<file path="src/rtl/core/gse_pkg.sv">
// Shared types and constants for the gnome sort engine.
package gse_pkg;

  localparam int DEPTH_DEFAULT     = 64;
  localparam int KEY_WIDTH_DEFAULT = 32;
  localparam int IO_KEY_WIDTH      = 32;

  typedef enum logic [2:0] {
    ST_IDLE,
    ST_READ,
    ST_CMP,
    ST_SWAP,
    ST_OUT_RD,
    ST_OUT_EMIT
  } state_t;

  // Commands from the controller to the datapath.
  typedef struct packed {
    logic load;      // store the incoming key
    logic rd_pair;   // read entries pos and pos-1
    logic swap_lo;   // write current key to pos-1
    logic swap_hi;   // write predecessor to pos, step back
    logic advance;   // step forward
    logic rd_out;    // read entry pos for output
    logic emit;      // present one result
  } cmd_t;

  // Status from the datapath to the controller.
  typedef struct packed {
    logic empty;     // no keys held
    logic less;      // current key below its predecessor
    logic walk_end;  // next forward step leaves the set
    logic last_key;  // pos is the final stored entry
  } status_t;

endpackage

</file>
<file path="src/rtl/core/gse_ctrl.sv">
// Controller state machine of the gnome sort engine.
module gse_ctrl (
  input  logic              clk,
  input  logic              rst,
  input  logic              start,
  input  logic              final_key,
  input  gse_pkg::status_t  status,
  output gse_pkg::cmd_t     cmd,
  output logic              busy
);

  gse_pkg::state_t state;
  gse_pkg::state_t state_next;

  always_ff @(posedge clk) begin
    if (rst) begin
      state <= gse_pkg::ST_IDLE;
    end else begin
      state <= state_next;
    end
  end

  always_comb begin
    state_next = state;
    cmd        = '0;
    busy       = (state != gse_pkg::ST_IDLE);
    case (state)
      gse_pkg::ST_IDLE: begin
        if (start) begin
          cmd.load = 1'b1;
          if (final_key) begin
            // a lone key needs no walk
            state_next = status.empty ? gse_pkg::ST_OUT_RD : gse_pkg::ST_READ;
          end
        end
      end
      gse_pkg::ST_READ: begin
        cmd.rd_pair = 1'b1;
        state_next  = gse_pkg::ST_CMP;
      end
      gse_pkg::ST_CMP: begin
        if (status.less) begin
          cmd.swap_lo = 1'b1;
          state_next  = gse_pkg::ST_SWAP;
        end else begin
          cmd.advance = 1'b1;
          state_next  = status.walk_end ? gse_pkg::ST_OUT_RD : gse_pkg::ST_READ;
        end
      end
      gse_pkg::ST_SWAP: begin
        cmd.swap_hi = 1'b1;
        state_next  = gse_pkg::ST_READ;
      end
      gse_pkg::ST_OUT_RD: begin
        cmd.rd_out = 1'b1;
        state_next = gse_pkg::ST_OUT_EMIT;
      end
      gse_pkg::ST_OUT_EMIT: begin
        cmd.emit   = 1'b1;
        state_next = status.last_key ? gse_pkg::ST_IDLE : gse_pkg::ST_OUT_RD;
      end
      default: begin
        state_next = gse_pkg::ST_IDLE;
      end
    endcase
  end

endmodule

</file>
<file path="src/rtl/core/gse_datapath.sv">
// Datapath of the gnome sort engine: key store, pointers and comparator.
module gse_datapath #(
  parameter int DEPTH     = gse_pkg::DEPTH_DEFAULT,
  parameter int KEY_WIDTH = gse_pkg::KEY_WIDTH_DEFAULT
) (
  input  logic                             clk,
  input  logic                             rst,
  input  logic                             cfg_write,
  input  logic                             cfg_data,
  input  logic [gse_pkg::IO_KEY_WIDTH-1:0] key_value,
  input  logic                             final_key,
  input  gse_pkg::cmd_t                    cmd,
  output gse_pkg::status_t                 status,
  output logic [gse_pkg::IO_KEY_WIDTH-1:0] sorted_key
);

  localparam int AW = $clog2(DEPTH);
  localparam int CW = $clog2(DEPTH + 1);

  logic [KEY_WIDTH-1:0] mem [DEPTH];
  logic [KEY_WIDTH-1:0] rd_a;
  logic [KEY_WIDTH-1:0] rd_b;
  logic [CW-1:0]        count;
  logic [CW-1:0]        pos;
  logic                 keys_signed;

  logic [CW-1:0]        pos_inc;
  logic [CW-1:0]        pos_dec;
  logic                 full;
  logic [KEY_WIDTH-1:0] flip;
  logic                 wr_en;
  logic [AW-1:0]        wr_addr;
  logic [KEY_WIDTH-1:0] wr_data;

  assign pos_inc = pos + CW'(1);
  assign pos_dec = pos - CW'(1);
  assign full    = (count == CW'(DEPTH));

  always_comb begin
    flip                = '0;
    flip[KEY_WIDTH-1]   = keys_signed;
  end

  assign status.empty    = (count == '0);
  assign status.less     = ((rd_a ^ flip) < (rd_b ^ flip));
  assign status.walk_end = (pos_inc == count);
  assign status.last_key = (pos_inc == count);

  assign sorted_key = gse_pkg::IO_KEY_WIDTH'(rd_a);

  // single write port shared by load and swap
  always_comb begin
    wr_en   = 1'b0;
    wr_addr = pos[AW-1:0];
    wr_data = rd_b;
    if (cmd.load) begin
      wr_en   = !full;
      wr_addr = count[AW-1:0];
      wr_data = KEY_WIDTH'(key_value);
    end else if (cmd.swap_lo) begin
      wr_en   = 1'b1;
      wr_addr = pos_dec[AW-1:0];
      wr_data = rd_a;
    end else if (cmd.swap_hi) begin
      wr_en   = 1'b1;
    end
  end

  always_ff @(posedge clk) begin
    if (wr_en) begin
      mem[wr_addr] <= wr_data;
    end
    if (cmd.rd_pair || cmd.rd_out) begin
      rd_a <= mem[pos[AW-1:0]];
    end
    if (cmd.rd_pair) begin
      rd_b <= mem[pos_dec[AW-1:0]];
    end
  end

  always_ff @(posedge clk) begin
    if (rst) begin
      count       <= '0;
      pos         <= '0;
      keys_signed <= 1'b0;
    end else begin
      if (cfg_write) begin
        keys_signed <= cfg_data;
      end
      if (cmd.load) begin
        if (!full) begin
          count <= pos_inc - pos + count;
        end
        if (final_key) begin
          pos <= (count == '0) ? '0 : CW'(1);
        end
      end
      if (cmd.swap_hi) begin
        // stepping back onto entry zero advances at once to entry one
        pos <= (pos == CW'(1)) ? CW'(1) : pos_dec;
      end
      if (cmd.advance) begin
        pos <= status.walk_end ? '0 : pos_inc;
      end
      if (cmd.emit) begin
        if (status.last_key) begin
          pos   <= '0;
          count <= '0;
        end else begin
          pos <= pos_inc;
        end
      end
    end
  end

endmodule

</file>
<file path="src/rtl/core/gnome_sort_engine.sv">
// Top level of the gnome sort engine: controller plus datapath.
//
// Keys are loaded one item per cycle while busy is low: an item is taken at a
// rising edge with start high and busy low, and keys past DEPTH are dropped.
// An item with final_key set starts the sort and raises busy. Each forward
// step of the walk is a store read, then a compare; a swap adds a second
// write state after the compare, as the key store has a single write port.
// The sorted keys then leave in ascending order, each through a store read
// and then a present state; each is shown on sorted_key for exactly one
// cycle with result_strobe high, and last_out marks the final one. The
// receiver cannot stall this stream and must take every result as it
// appears. busy falls the cycle after the final result. keys_signed selects
// unsigned or two's complement comparison; the user must write it through
// cfg_write and cfg_data only while the block is idle, and the block
// itself does not enforce this. No clearing pass follows reset.
module gnome_sort_engine #(
  parameter int DEPTH     = gse_pkg::DEPTH_DEFAULT,
  parameter int KEY_WIDTH = gse_pkg::KEY_WIDTH_DEFAULT
) (
  input  logic                             clk,
  input  logic                             rst,
  input  logic                             cfg_write,
  input  logic                             cfg_data,
  input  logic                             start,
  output logic                             busy,
  input  logic [gse_pkg::IO_KEY_WIDTH-1:0] key_value,
  input  logic                             final_key,
  output logic                             result_strobe,
  output logic [gse_pkg::IO_KEY_WIDTH-1:0] sorted_key,
  output logic                             last_out
);

  gse_pkg::cmd_t    cmd;
  gse_pkg::status_t status;

  // sequence load, walk and drain
  gse_ctrl u_ctrl (
    .clk       (clk),
    .rst       (rst),
    .start     (start),
    .final_key (final_key),
    .status    (status),
    .cmd       (cmd),
    .busy      (busy)
  );

  // hold keys and do the compare and swap work
  gse_datapath #(
    .DEPTH     (DEPTH),
    .KEY_WIDTH (KEY_WIDTH)
  ) u_datapath (
    .clk        (clk),
    .rst        (rst),
    .cfg_write  (cfg_write),
    .cfg_data   (cfg_data),
    .key_value  (key_value),
    .final_key  (final_key),
    .cmd        (cmd),
    .status     (status),
    .sorted_key (sorted_key)
  );

  assign result_strobe = cmd.emit;
  assign last_out      = cmd.emit && status.last_key;

`ifndef NO_ASSERTIONS
  a_strobe_busy: assert property (@(posedge clk) disable iff (rst)
    result_strobe |-> busy)
    else $error("result strobe outside a sort");

  a_last_idle: assert property (@(posedge clk) disable iff (rst)
    (result_strobe && last_out) |=> !busy)
    else $error("block still busy after final result");

  a_busy_cause: assert property (@(posedge clk) disable iff (rst)
    $rose(busy) |-> ($past(start) && $past(final_key)))
    else $error("busy rose without a final item");

  a_no_double: assert property (@(posedge clk) disable iff (rst)
    result_strobe |=> !result_strobe)
    else $error("results closer than one store read apart");
`endif

endmodule

</file>
<file path="config.mk">
export PLATFORM = sky130hd
export DESIGN_NAME = gnome_sort_engine
export DESIGN_NICKNAME = d
export VERILOG_FILES = /design/src/rtl/core/gse_pkg.sv /design/src/rtl/core/gse_ctrl.sv /design/src/rtl/core/gse_datapath.sv /design/src/rtl/core/gnome_sort_engine.sv
export SDC_FILE = /design/constraint.sdc
export NUM_CORES = 2
export LEC_CHECK = 0
export BUFFER_PORTS_ARGS = -buffer_cell sky130_fd_sc_hd__buf_2
export CORE_UTILIZATION = 55
export CTS_CLUSTER_SIZE = 20
export DETAILED_ROUTE_END_ITERATION = 10
export GPL_TIMING_DRIVEN = 0
export HOLD_SLACK_MARGIN = 0.12
export PLACE_DENSITY = 0.71
export SLEW_MARGIN = 20
export SYNTH_ARGS = -nofsm -noshare
export SYNTH_HDL_FRONTEND = slang
export SYNTH_SLANG_ARGS = --single-unit
</file>
<file path="constraint.sdc">
create_clock -name clk -period 9.3 [get_ports clk]
set_input_delay 0.93 -clock clk [delete_from_list [all_inputs] [get_ports clk]]
set_output_delay 0.93 -clock clk [all_outputs]
set_load 0.005 [all_outputs]
</file>
[Word-level counts from Yosys, hierarchy flattened]
Memories as Yosys holds them, arrays and structs flattened. A register that Yosys moved wholly into a read port is not among the register bits.
Cells that the tools add are included.
Widths: inputs -> output; s select.
Word-level totals
  bits in writable memories: 2048
  bits in latches: 0
  input port bits: 38
  ROM bits: 0
  output and inout port bits: 35
  register bits after elaboration: 18
  memories kept: 1
Cells by class
  bitwise logic cells: 2
  reduce and logical (&&, ||, !) cells: 10
  eq/ne operators: 10
  add/subtract/negate cells: 4
  multiplexer cells: 38
  $mul: 0
  magnitude comparators: 1
  shifts and indexed selects: 0
  div/mod/pow operators: 0
Memory list
  u_datapath.mem: words 64, bits a word 32, rd ports 2, clocked after Yosys merged registers in 2, write ports 1, RTL line gse_datapath.sv:20  | logic [KEY_WIDTH-1:0] mem [DEPTH];
Operator list (number)
  $mux 7: 11
  $mux 32: 2
  $xor 32x32->32: 2
  $lt 32x32->1: 1
  $mux 3: 6
  $pmux 3 s6: 1
  $mux 1: 16
  $mux 6: 2
  $reduce_bool 4->1: 2
  $add 7x1->7 const B: 1
  $add 7x7->7: 1
  $eq 7x1->1 const B: 1
  $eq 7x7->1: 1
  $eq 7x7->1 const B: 1
  $logic_not 7->1: 1
  $sub 7x1->7 const B: 1
  $sub 7x7->7: 1
  $eq 3x2->1 const B: 2
  $eq 3x3->1 const B: 2
  $ne 2x2->1 const B: 2
  $reduce_and 2->1: 2
  $eq 3x1->1 const B: 1
  $logic_not 3->1: 1
  $reduce_bool 3->1: 1
  3 further kinds: 3

[Longest topological paths before layout]
  depth after elaboration: 8
  mapped depth: 18

[Hierarchy]
From an unflattened synthesis, not the netlist that was laid out.
Second synthesis, totals
  cells, all modules: 4917
  area, all modules: 99813.2 sq um
Modules (own cells, without submodules)
  gse_datapath: sequential area each 63721.1 sq um, instances 1, area each 99570.5 sq um, cells an instance 4888
  gse_ctrl: sequential area each 60.1 sq um, instances 1, area each 236.5 sq um, cells an instance 28
  gnome_sort_engine: sequential area each 0.0 sq um, instances 1, area each 6.3 sq um, cells an instance 1

[Worst setup path after synthesis]
No wires, ideal clock.
  path kind: register to register
  start: register u_datapath.pos[1]
  end: memory u_datapath.mem[33][0] in the netlist's numbering (enable)
  path buffers: 6
  stages on the path, launching flop included: 13
  clock period less this slack: 6.810 ns
  slack: 2.490 ns
  arrival time: 6.297 ns
  cell sequence: dfxtp_1 > buf_2 > clkbuf_1 > clkbuf_1 > inv_1 > ha_1 > clkbuf_1 > buf_1 > buf_2 > nor4_1 > a311o_2 > a211oi_1 > nor4b_1
On the way
  word-level cells in the longest chain between the ends: 3
Ends and longest elaborated chain
  from (decl): RTL line gse_datapath.sv:24  | logic [CW-1:0] pos;
  from (signal assigned): RTL line gse_datapath.sv:95  | pos <= (count == '0) ? '0 : CW'(1);
  from (signal assigned): RTL line gse_datapath.sv:100  | pos <= (pos == CW'(1)) ? CW'(1) : pos_dec;
  from (signal assigned): RTL line gse_datapath.sv:103  | pos <= status.walk_end ? '0 : pos_inc;
  $sub 7x1->7: RTL line gse_datapath.sv:36  | assign pos_dec = pos - CW'(1);
  $mux 6 (*): RTL line gse_datapath.sv:60  | end else if (cmd.swap_lo) begin
  $mux 6 (*): RTL line gse_datapath.sv:56  | if (cmd.load) begin
  to (decl): RTL line gse_datapath.sv:20
Mark *: on every way between the ends. The rest lies on a longest branch, timed or not.

[Final worst setup path]
  start: register u_datapath.pos[0]
  end: register u_datapath.rd_b[30] (read register of u_datapath.mem) (data pin)
On the way
  word-level cells in the longest chain between the ends: 1
Ends and longest elaborated chain
  $sub 7x1->7: RTL line gse_datapath.sv:36
  to (decl): RTL line gse_datapath.sv:22  | logic [KEY_WIDTH-1:0] rd_b;
No other way between the ends.
A chain may end at the register's enable or synchronous reset.

==> flow_summary.ini <==
[outcome]
status = complete, no violations

[hold_path]
min_path_type = in2reg
hold_start = cfg_data

[critical_path]
cp_max_fo = 10
critPathKind = reg2reg
cp_top_family = buffers and inverters
cp_data_arrival_time_ns = 8.18
slowest_stage = clkbuf_1
crit_chain = buf_2, buf_2, buf_2, buf_2, inv_1, ha_1, clkbuf_1, clkbuf_2, clkbuf_1, buf_1, mux4_2, mux4_2, mux4_2
r2r-start = u_datapath.pos[0]
critical_path.endpoint_type = flop
critPathBufInv = 9
worst_ep_required_time_ns = 9.88
cpMostUsedCell = buf_2
cp-start-kind = flop
crit_start = u_datapath.pos[0]
max_stage_delay_ns = 1.01

[routing]
vias_per_cell = 7.69
ant_nets = 0
drtIter0Drc = 10587
num_vias = 56811
drc = 0
dr.pass1.iters = 7
wl_mm = 323
wl_per_cell_um = 43.8

[placement]
dp_hpwl_mm = 237
port_buffers = 71
gp_congestion = 0.936

[finish]
area_growth_pct = 14.6
drive_above_1_share = 0.444
final_util = 0.635
multi_input_comb_area_mm2 = 0.0344
final_net_count = 4923
nFillCells = 11716
register_area_mm2 = 0.0638

[sta]
skew_ns = 0.0389
tns_ns = 0
fmaxAchievable_mhz = 132
slew_headroom = 0.111
setup_viol = 0
tightest_slew_ns = 1.32
hold_violations = 0
post-route-period-util = 0.817
period_needed_ns = 7.60
hold_slack_ns = 0.319
drv_slew = 0
rsz0062_at_grt = no

[global_route]
grt_pass1_wl_mm = 442
grt_max_degree = 40
track_usage = 0.361
grt_pass1_vias = 55380
antenna_found_initial = 37
grt_overflow_total = 0

[logic_synthesis]
syn_inst = 4335
synthSimpleGateAreaFrac = 0.0112
synth_compound_area_frac = 0.00971
synthMuxAreaShare = 0.310
syn_nets = 4415
ys_warn_count = 0
netlist_area_mm2 = 0.0989
synth_ff_type = edfxtp_1
avgSynthCellArea_um2 = 22.8
synth_adder_area_share = 0.00539
synth-edff-count = 2112
async_reset_ff_frac = 0
ys_seq_area_frac = 0.645
yosys.area.top_type = edfxtp_1
synth_top_family_by_area = multiplexers
ys_ff_latch = 2130
synth.distinct_cells = 70
synthXorXnorAreaFrac = 0.00281
synth.area.top_cells = edfxtp_1 64%, mux4_2 31%, clkbuf_1 0.65%, ha_1 0.52%, buf_2 0.51%
synth_top_area_share = 0.642

[floorplanning]
io_pins = 73
die-area_mm2 = 0.181
die_w_um = 426
start_util = 0.554
fp.coreArea_mm2 = 0.178
num_rows = 155
die-height_um = 426

[clocking]
h-tree-depth = 4
cts_tree = yes
clock_latency_ns = 0.86
root_buffer = clkbuf_16
numCtsBuffers = 212
clk_path_buf_depth = 3
clkTransAtPathRegs_ns = 0.06
cts_resized = 0
cts.sinks = 2130
post_cts_buffers = 0
cts_hold_buf = 0

[power_and_ir_drop]
power_frac_comb = 0.474
p_seq_frac = 0.323
p_switching_mw = 15.5
internal_power_mw = 25.1
power_density_mw_per_mm2 = 359
vdd_drop_max_mv = 0.225
clkPwrFrac = 0.203
p_sw_frac = 0.381
power_mw = 40.7
total_leakage_power_nw = 34.2

[run]
maxCapViolations = 0
==> path summary, 6_finish.rpt <==
kind         slack, ns                     end  depth (start not counted)
max reg2reg       1.70     u_datapath.rd_b[30]                         13
min reg2reg       0.61     u_datapath.count[6]                          2
max               1.70     u_datapath.rd_b[30]                         13
min               0.32  u_datapath.keys_signed                          3
==> worst register-to-register path: stages, from the launching register on <==
cell and delay (ns):
dfxtp_1 0.39, buf_2 0.35, buf_2 0.46, buf_2 0.55, buf_2 0.54, inv_1 0.26, ha_1 0.34, clkbuf_1 0.36
clkbuf_2 0.62, clkbuf_1 1.01, buf_1 0.93, mux4_2 0.45, mux4_2 0.57, mux4_2 0.49
==> power groups by stage <==
stage | Combinational [mW] | Sequential, mW | Clock [mW]
6_report | 19.3 | 13.1 | 8.24
5_1_grt | 19.6 | 13.2 | 8.59
4_1_cts | 18.7 | 13.1 | 8.25
3_5_place_dp | 18.7 | 13.3 | 0
3_3_place_gp | 17.2 | 13.9 | 0
2_1_floorplan | 10.6 | 13.5 | 0
==> Yosys cell counts, types with 3 or more instances <==
master and n:
nand3_1 16, nor4b_1 4, a22oi_1 8, o211ai_1 3, mux4_2 1344, o21ai_1 5
a31oi_1 7, buf_2 101, buf_1 62, nor4_1 7, mux2i_1 35, nand2b_1 4
xnor3_1 3, dfxtp_1 18, inv_1 46, a21oi_1 27, xor2_1 7, nand2_1 66
a31o_2 3, o31a_1 3, clkbuf_1 170, or2_2 3, a211oi_1 5, edfxtp_1 2112
ha_1 41, a221oi_1 4, nand3b_1 4, a21o_1 4, xnor2_1 17, o21ai_0 53
nor3_1 22, nor2_1 80
==> per-layer routing <==
| metal | global-route usage | vias up | routed length, µm |
|---|---|---|---|
| met5 | 0 | - | 106 |
| li1 | - | 20544 | - |
| met4 | 0.155 | 18 | 16200 |
| met1 | 0.466 | 30081 | 106000 |
| met3 | 0.137 | 875 | 50400 |
| met2 | 0.552 | 5293 | 151000 |
==> flip-flops by register name (all words and copies together) (netlist names) <==
register and count:
u_datapath.keys_signed 1, u_datapath.mem 2048, u_datapath.pos 7, u_ctrl.state 3
u_datapath.sorted_key 32, u_datapath.rd_b 32, u_datapath.count 7
==> kinds of logic (layout without fill, tap and decap cells) <==
family / Yosys count / count (layout)
flops: 2130 / 2130
simple gates: 230 / 230
compound gates: 145 / 145
buf+inv: 382 / 1066
fa+ha+maj: 42 / 42
mux: 1379 / 1379
xor+xnor: 27 / 27
other cells: 0 / 10
==> metrics by stage <==
step / instances / setup slack [ns] / cell area (µm²)
global route: 7378 / 1.76 / 113000
finish: 7384 / 1.70 / 113000
detailed placement: 6984 / 1.74 / 107000
CTS: 7374 / 1.73 / 113000
global placement: 6761 / -6.35 / 102000
floorplan: 4335 / 2.49 / 98900
==> cell type report <==
cell class,count,share of cell area
sequential,2130,0.563
multi-input combinational,1823,0.303
antenna,10,0.000221
clock buffer,274,0.0503
clock inverter,116,0.00762
tap,2355,0.0260
timing repair buffer,294,0.0352
inverter,46,0.00152
buffer,336,0.0132
==> placed cells by master, fill, tap and decap left out, types with 23 or more instances in the layout <==
cell,instances
edfxtp_1,2112
mux4_2,1344
buf_2,218
clkbuf_16,218
clkbuf_1,190
nand2_1,66
buf_4,66
buf_16,59
buf_12,57
nor2_4,50
clkinv_1,48
inv_1,46
clkbuf_2,45
clkinv_2,43
ha_1,41
mux2i_1,35
o21ai_4,32
nor2_1,29
a21oi_1,27
buf_1,23
No activity file was read; power rests on OpenSTA's default activity.
